**src/aapr_pkg.sv**
```systemverilog
// Shared constants, types and tables for the axis-angle point rotator.
package aapr_pkg;

  localparam int CoordWidthDef = 24;
  localparam int AxisWidthDef  = 16;
  localparam int AngleWidth    = 17;
  localparam int Frac          = 28;
  localparam int TrigFrac      = 30;
  localparam int CordicSteps   = 22;
  localparam int FullTurn      = 46080;
  localparam int QuarterTurn   = 11520;
  localparam int TrigWidth     = 33;
  localparam int ZWidth        = 24;
  localparam int QuadWidth     = 2;

  localparam logic signed [TrigWidth-1:0] CordicGain = 33'sd652032874;

  // Residual angle and rotation state handed from one CORDIC cell to the next
  typedef struct packed {
    logic                        vld;
    logic signed [TrigWidth-1:0] x;
    logic signed [TrigWidth-1:0] y;
    logic signed [ZWidth-1:0]    z;
    logic [QuadWidth-1:0]        quad;
  } cordic_t;

  // atan(2^-i) in units of 2^-16 degree
  function automatic logic signed [ZWidth-1:0] atan_lut(input logic [4:0] idx);
    logic signed [ZWidth-1:0] r;
    case (idx)
      5'd0:  r = 24'sd2949120;
      5'd1:  r = 24'sd1740967;
      5'd2:  r = 24'sd919879;
      5'd3:  r = 24'sd466945;
      5'd4:  r = 24'sd234379;
      5'd5:  r = 24'sd117304;
      5'd6:  r = 24'sd58666;
      5'd7:  r = 24'sd29335;
      5'd8:  r = 24'sd14668;
      5'd9:  r = 24'sd7334;
      5'd10: r = 24'sd3667;
      5'd11: r = 24'sd1833;
      5'd12: r = 24'sd917;
      5'd13: r = 24'sd458;
      5'd14: r = 24'sd229;
      5'd15: r = 24'sd115;
      5'd16: r = 24'sd57;
      5'd17: r = 24'sd29;
      5'd18: r = 24'sd14;
      5'd19: r = 24'sd7;
      5'd20: r = 24'sd4;
      5'd21: r = 24'sd2;
      default: r = '0;
    endcase
    return r;
  endfunction

endpackage

```
**src/aapr_cordic_cell.sv**
```systemverilog
// One CORDIC rotation cell: a single micro-rotation, registered.
module aapr_cordic_cell #(
  parameter int Step = 0
) (
  input  logic              clk_i,
  input  logic              rst_ni,
  input  aapr_pkg::cordic_t cell_i,
  output aapr_pkg::cordic_t cell_o
);

  aapr_pkg::cordic_t cell_d, cell_q;
  logic signed [aapr_pkg::TrigWidth-1:0] xs, ys;
  logic signed [aapr_pkg::ZWidth-1:0]    ang;

  // Rotate forward while the residual is non-negative
  always_comb begin
    xs     = cell_i.x >>> Step;
    ys     = cell_i.y >>> Step;
    ang    = aapr_pkg::atan_lut(5'(Step));
    cell_d = cell_i;
    if (!cell_i.z[aapr_pkg::ZWidth-1]) begin
      cell_d.x = cell_i.x - ys;
      cell_d.y = cell_i.y + xs;
      cell_d.z = cell_i.z - ang;
    end else begin
      cell_d.x = cell_i.x + ys;
      cell_d.y = cell_i.y - xs;
      cell_d.z = cell_i.z + ang;
    end
  end

  // Advance the valid flag and payload, clear both under reset
  always_ff @(posedge clk_i or negedge rst_ni) begin
    if (!rst_ni) begin
      cell_q <= '0;
    end else begin
      cell_q <= cell_d;
    end
  end

  assign cell_o = cell_q;

endmodule

```
**config.mk**
```make
export PLATFORM = sky130hd
export DESIGN_NAME = aapr_cordic_cell
export DESIGN_NICKNAME = d
export VERILOG_FILES = /design/src/aapr_pkg.sv /design/src/aapr_cordic_cell.sv
export SDC_FILE = /design/constraint.sdc
export NUM_CORES = 1
export LEC_CHECK = 0
export ABC_AREA = 0
export BUFFER_PORTS_ARGS = -buffer_cell sky130_fd_sc_hd__buf_2
export CELL_PAD_IN_SITES_DETAIL_PLACEMENT = 1
export CELL_PAD_IN_SITES_GLOBAL_PLACEMENT = 1
export CORE_MARGIN = 2
export CORE_UTILIZATION = 44
export CTS_CLUSTER_SIZE = 12
export DETAILED_ROUTE_END_ITERATION = 10
export PLACE_DENSITY = 0.95
export SYNTH_ARGS = -nofsm -noshare
export SYNTH_HDL_FRONTEND = slang
export SYNTH_SLANG_ARGS = --single-unit
export TNS_END_PERCENT = 5
```
**constraint.sdc**
```tcl
create_clock -name clk_i -period 1.1 [get_ports clk_i]
set_input_delay 0.055 -clock clk_i [delete_from_list [all_inputs] [get_ports clk_i]]
set_output_delay 0.055 -clock clk_i [all_outputs]
set_load 0.02 [all_outputs]
```
==> results of run 1 <==
cells in the mapped netlist, types with 8 or more instances:
master,instances
xnor2_1,57
a211oi_1,13
xor2_1,11
a21oi_1,106
inv_1,106
o21ai_0,59
o211ai_1,11
nand3_1,20
mux2i_1,14
dfrtp_1,92
o21a_1,10
nor3_1,12
ha_1,102
nand2b_1,8
nor2b_1,14
clkbuf_1,22
o21bai_1,22
nand2_1,42
buf_2,11
nor2_1,84
a21o_1,28
metrics by stage:
stage	util, %	cells	setup TNS (ns)
3_3_place_gp	62.6	1660	-74.15
2_1_floorplan	-	981	-53.16
3_5_place_dp	62.6	1660	-90.08
cells by family after synthesis:
family                   count (synthesis)  share of synthesized area [%]
AO/OA/AOI/OAI                          329                           26.5
AND/OR/NAND/NOR                        217                           12.5
buffers and inverters                  155                           7.55
adder cells (fa/ha/maj)                106                           16.5
flip-flops                              92                           28.0
XOR/XNOR                                68                           7.23
multiplexers                            14                           1.70
==> results by group, run 1 <==
Synthesis
  – Syn Inst Count: about 980
  – EDFF count, synth: 0
  – Top cells by area, synth: dfrtp_1 28%, ha_1 15%, a21oi_1 6.4%
  – Synth Warn #: 0
  – Synth cell types: slightly below 80
  – Post-synthesis sequential area ratio: 28.0%
  – Seq cells post-synth: 92
  – Cell taking the most area after synthesis: dfrtp_1
  – Share of flip-flops with an asynchronous set or reset: between 90% and 100%
  – Syn nets: around 1200
  – Top-area cell type share of the netlist area: between 20% and 30%
  – Top FF cell, synth: dfrtp_1
  – Syn avg cell area: around 8.4 um^2
  – Cell Area, Synth: ~8200 um^2

Clocking
  – Total CTS buffers: 9
  – H-Tree Depth: 3
  – PostCTS Resize Cnt: 222
  – Sink Count: a little over 90
  – Hold_buf cts: 21
  – CTS max path bufs: 2
  – Post-CTS Setup Repair Bufs: 21
  – Clk root buf: clkbuf_16

Placed design
  – Post-Place Worst Slack: -2.10 ns
  – Placed inst area: around 12000 um^2
  – Routability cong.: between 0.9 and 1
  – I/O Buffers: about 190
  – DP HPWL: 31900 um

Floorplan
  – Die Wd: 141 um
  – # rows: 50
  – DIE HEIGHT: 141 um
  – Ports: ~190
  – Initial Utilization: between 40 and 50%

Status
  – Log Error: [ERROR DPL-0033] detailed placement checks failed during check placement.
  – Status: aborted with a tool error
  – Last stage: clock tree synthesis
==> run 2, diff against run 1 <==
CELL_PAD_IN_SITES_DETAIL_PLACEMENT = unset   (was 1)
CELL_PAD_IN_SITES_GLOBAL_PLACEMENT = unset   (was 1)
CORE_UTILIZATION = 40   (was 44)
CTS_CLUSTER_SIZE = unset   (was 12)
PLACE_DENSITY = unset   (was 0.95)
PLACE_DENSITY_LB_ADDON = 0.15   (was unset)
==> results by group, run 2 <==
Synthesis
  – Top-area cell type share of the netlist area: between 20 and 30%
  – Synth cell count leaders: 106 x a21oi_1, 106 x inv_1, 102 x ha_1
  – Cell Area, Synth: a little over 8000 um^2
  – Seq cells post-synth: between 90 and 100
  – Synth Warn #: 0
  – Top FF cell, synth: dfrtp_1
  – Syn nets: ~1200
  – Share of flip-flops with an asynchronous set or reset: 100%
  – Syn avg cell area: about 8.4 um^2
  – Post-synthesis sequential area ratio: around 28%
  – Syn Inst Count: roughly 1000
  – Top cells by area, synth: dfrtp_1 28%, ha_1 15%, a21oi_1 6.4%
  – Cell taking the most area after synthesis: dfrtp_1
  – Synth cell types: between 70 and 80
  – EDFF count, synth: 0

Final layout
  – Fillers: 1734
  – Area growth syn-to-layout: 58.2%
  – Footprint of the multi-input gates: 6010 um^2
  – Nets: approximately 1700
  – Max reg flops: 92
  – Most common cell after layout, fill and taps aside: buf_4
  – FF/Latch Area: roughly 2300 um^2
  – Highest-count cells in the layout ignoring fill and taps: 310 x buf_4, 180 x buf_2, 100 x inv_1
  – Final cell utilization of the core: roughly 64%
  – Ratio of cells with drive above 1 in the final layout: a little under half

STA
  – Fin Setup TNS: -44.93 ns
  – RSZ-0062 raised after global routing: yes
  – Final setup viols: between 50 and 60
  – Pins Over Slew Limit: 0
  – Period utilization: 194%
  – Worst Slack Setup Final: -1.04 ns
  – Slew margin rel.: roughly 71%
  – Measured slew at the worst slew-check pin: approximately 0.44 ns
  – Fmax: roughly 470 MHz
  – Min cycle time layout: 2.14 ns
  – Final hold vios: 0

Placed design
  – Post-Place Worst Slack: -1.75 ns
  – I/O Buffers: 187
  – DP HPWL: between 20000 and 25000 um
  – Routability cong.: ~0.92

Worst setup path
  – Max FO, Critical Path: 4
  – Slowest stage cell, crit path: a221o_1
  – Setup crit end kind: flip-flop
  – Crit Path Class: in -> reg
  – Crit path max-delay family: compound AO/OA/AOI/OAI gates
  – Slowest cell delay on critical path: around 0.38 ns
  – CP bufs+invs: 3
  – Required time worst endpoint: 1.35 ns
  – CP Launch Type: primary input
  – WP data arrival: about 2.4 ns
  – CP Cell Sequence: buf_8 > ha_4 > buf_6 > and3_4 > o21ai_2 > o211ai_1 > buf_4 > a41o_1 > a221o_1 > a21o_1 > a311oi_2 > a21oi_2 > xnor2_1

Power and ir drop
  – Clock share of power: between 20% and 30%
  – Worst vdd ir: 0.799 mV
  – Sequential fraction of design power: around 28%
  – Combinational group share of total power: 49.4%
  – Pwr dens: between 1000 and 1500 nW/um^2
  – Leakage: ~6.5 nW
  – Net switching fraction of the power: 39.0%
  – Post-layout total power: 14.9 mW
  – NetSw: approximately 5.8 mW
  – Internal Power: a little over 9 mW

Route
  – Vias: roughly 9000
  – Via density: ~5.2
  – DRT antenna net count: 0
  – DRC Markers: 0
  – Routed wire length per instance: roughly 17 um
  – Drt total wl: roughly 29000 um
  – First DRT Iteration DRCs: between 500 and 600
  – Initial DRT Pass Iterations: 6

Global route
  – Largest net degree at the start of global routing: 61
  – Vias in the first global route: approximately 9000
  – Grt ovf: 0
  – Total GRT Usage: a little over a quarter
  – Initial antenna violation count: 0
  – First-pass GRT wire length: 46200 um

Status
  – Status: complete, but fails checks
  – Failing checks: setup timing

Clocking
  – CTS tree: yes
  – Clock-pin slew on the worst setup and hold paths: 0.07 ns
  – CTS max path bufs: 2
  – Sink Count: 92
  – Clk root buf: clkbuf_16
  – H-Tree Depth: 3
  – Total CTS buffers: 9

Floorplan
  – DIE AREA: 21800 um^2
  – Ports: between 150 and 200
  – DIE HEIGHT: about 150 um
  – Initial Utilization: just over 40%
  – Core area: slightly above 20000 um^2
  – Die Wd: around 150 um
  – # rows: 52

Worst hold path
  – Hold Crit Class: in -> reg

Job
  – Max-Cap Viols: 0
## run 2: cell counts after synthesis
No cell type changed its count.
## run 2: repair_timing
item | CTS | global route
buffers inserted | 11 | 6
pin swaps | 54 | 38
setup endpoints to repair | 60 | 63
gates resized for setup | 109 | 59
hold buffers | 23 | 0
endpoints found under the hold margin | 114 | 0
## run 2: area by class of cell
cell class	count	share of cell area, %
Tap cell	270	2.59
Multi-Input combinational cell	734	46.1
Antenna cell	1	0.0192
Inverter	109	3.18
Clock buffer	10	1.76
Sequential cell	92	17.7
Timing Repair Buffer	529	28.2
Clock inverter	6	0.538
## run 2: cells by family after synthesis
group           after synthesis  share of synthesized area (%)
mux                          14                           1.70
fa+ha+maj                   106                           16.5
xor+xnor                     68                           7.23
compound gates              329                           26.5
simple gates                217                           12.5
buf+inv                     155                           7.55
flops                        92                           28.0
## run 2: worst paths after layout
path	start	end	slack, ns	cells past startpoint
min in group asynchronous	rst_ni	cell_o[37]	0.20	3
min	cell_i[19]	cell_o[19]	0.03	2
max	cell_i[63]	cell_o[45]	-1.04	13
max in group asynchronous	rst_ni	cell_o[84]	0.57	3
## run 2: power by group through the flow
stage                     combinational (mW)  clock [mW]  sequential, mW
after floorplan                         2.73           0            5.09
after global placement                  6.59           0            4.27
after detailed placement                6.62           0            4.27
after CTS                               7.10        3.42            4.21
after global routing                    7.91        3.52            4.27
final                                   7.36        3.33            4.22
## run 2: through the flow
step	area (um^2)	std cells	hold slack [ns]
floorplan	8280	981	-0.241
global placement	11700	1696	0.0436
detailed placement	11700	1696	0.0424
CTS	12700	1745	0.0277
global route	13000	1750	0.0551
finish	13000	1751	0.0330
## run 2: metal layers
metal	vias up	GRT usage [%]	wire [um]
met2	346	44.4	13500
met3	52	3.18	1720
met5	-	0	0
met1	4247	35.8	13200
met4	0	8.41	688
li1	4381	-	-
(Power assumes the default switching activity.)
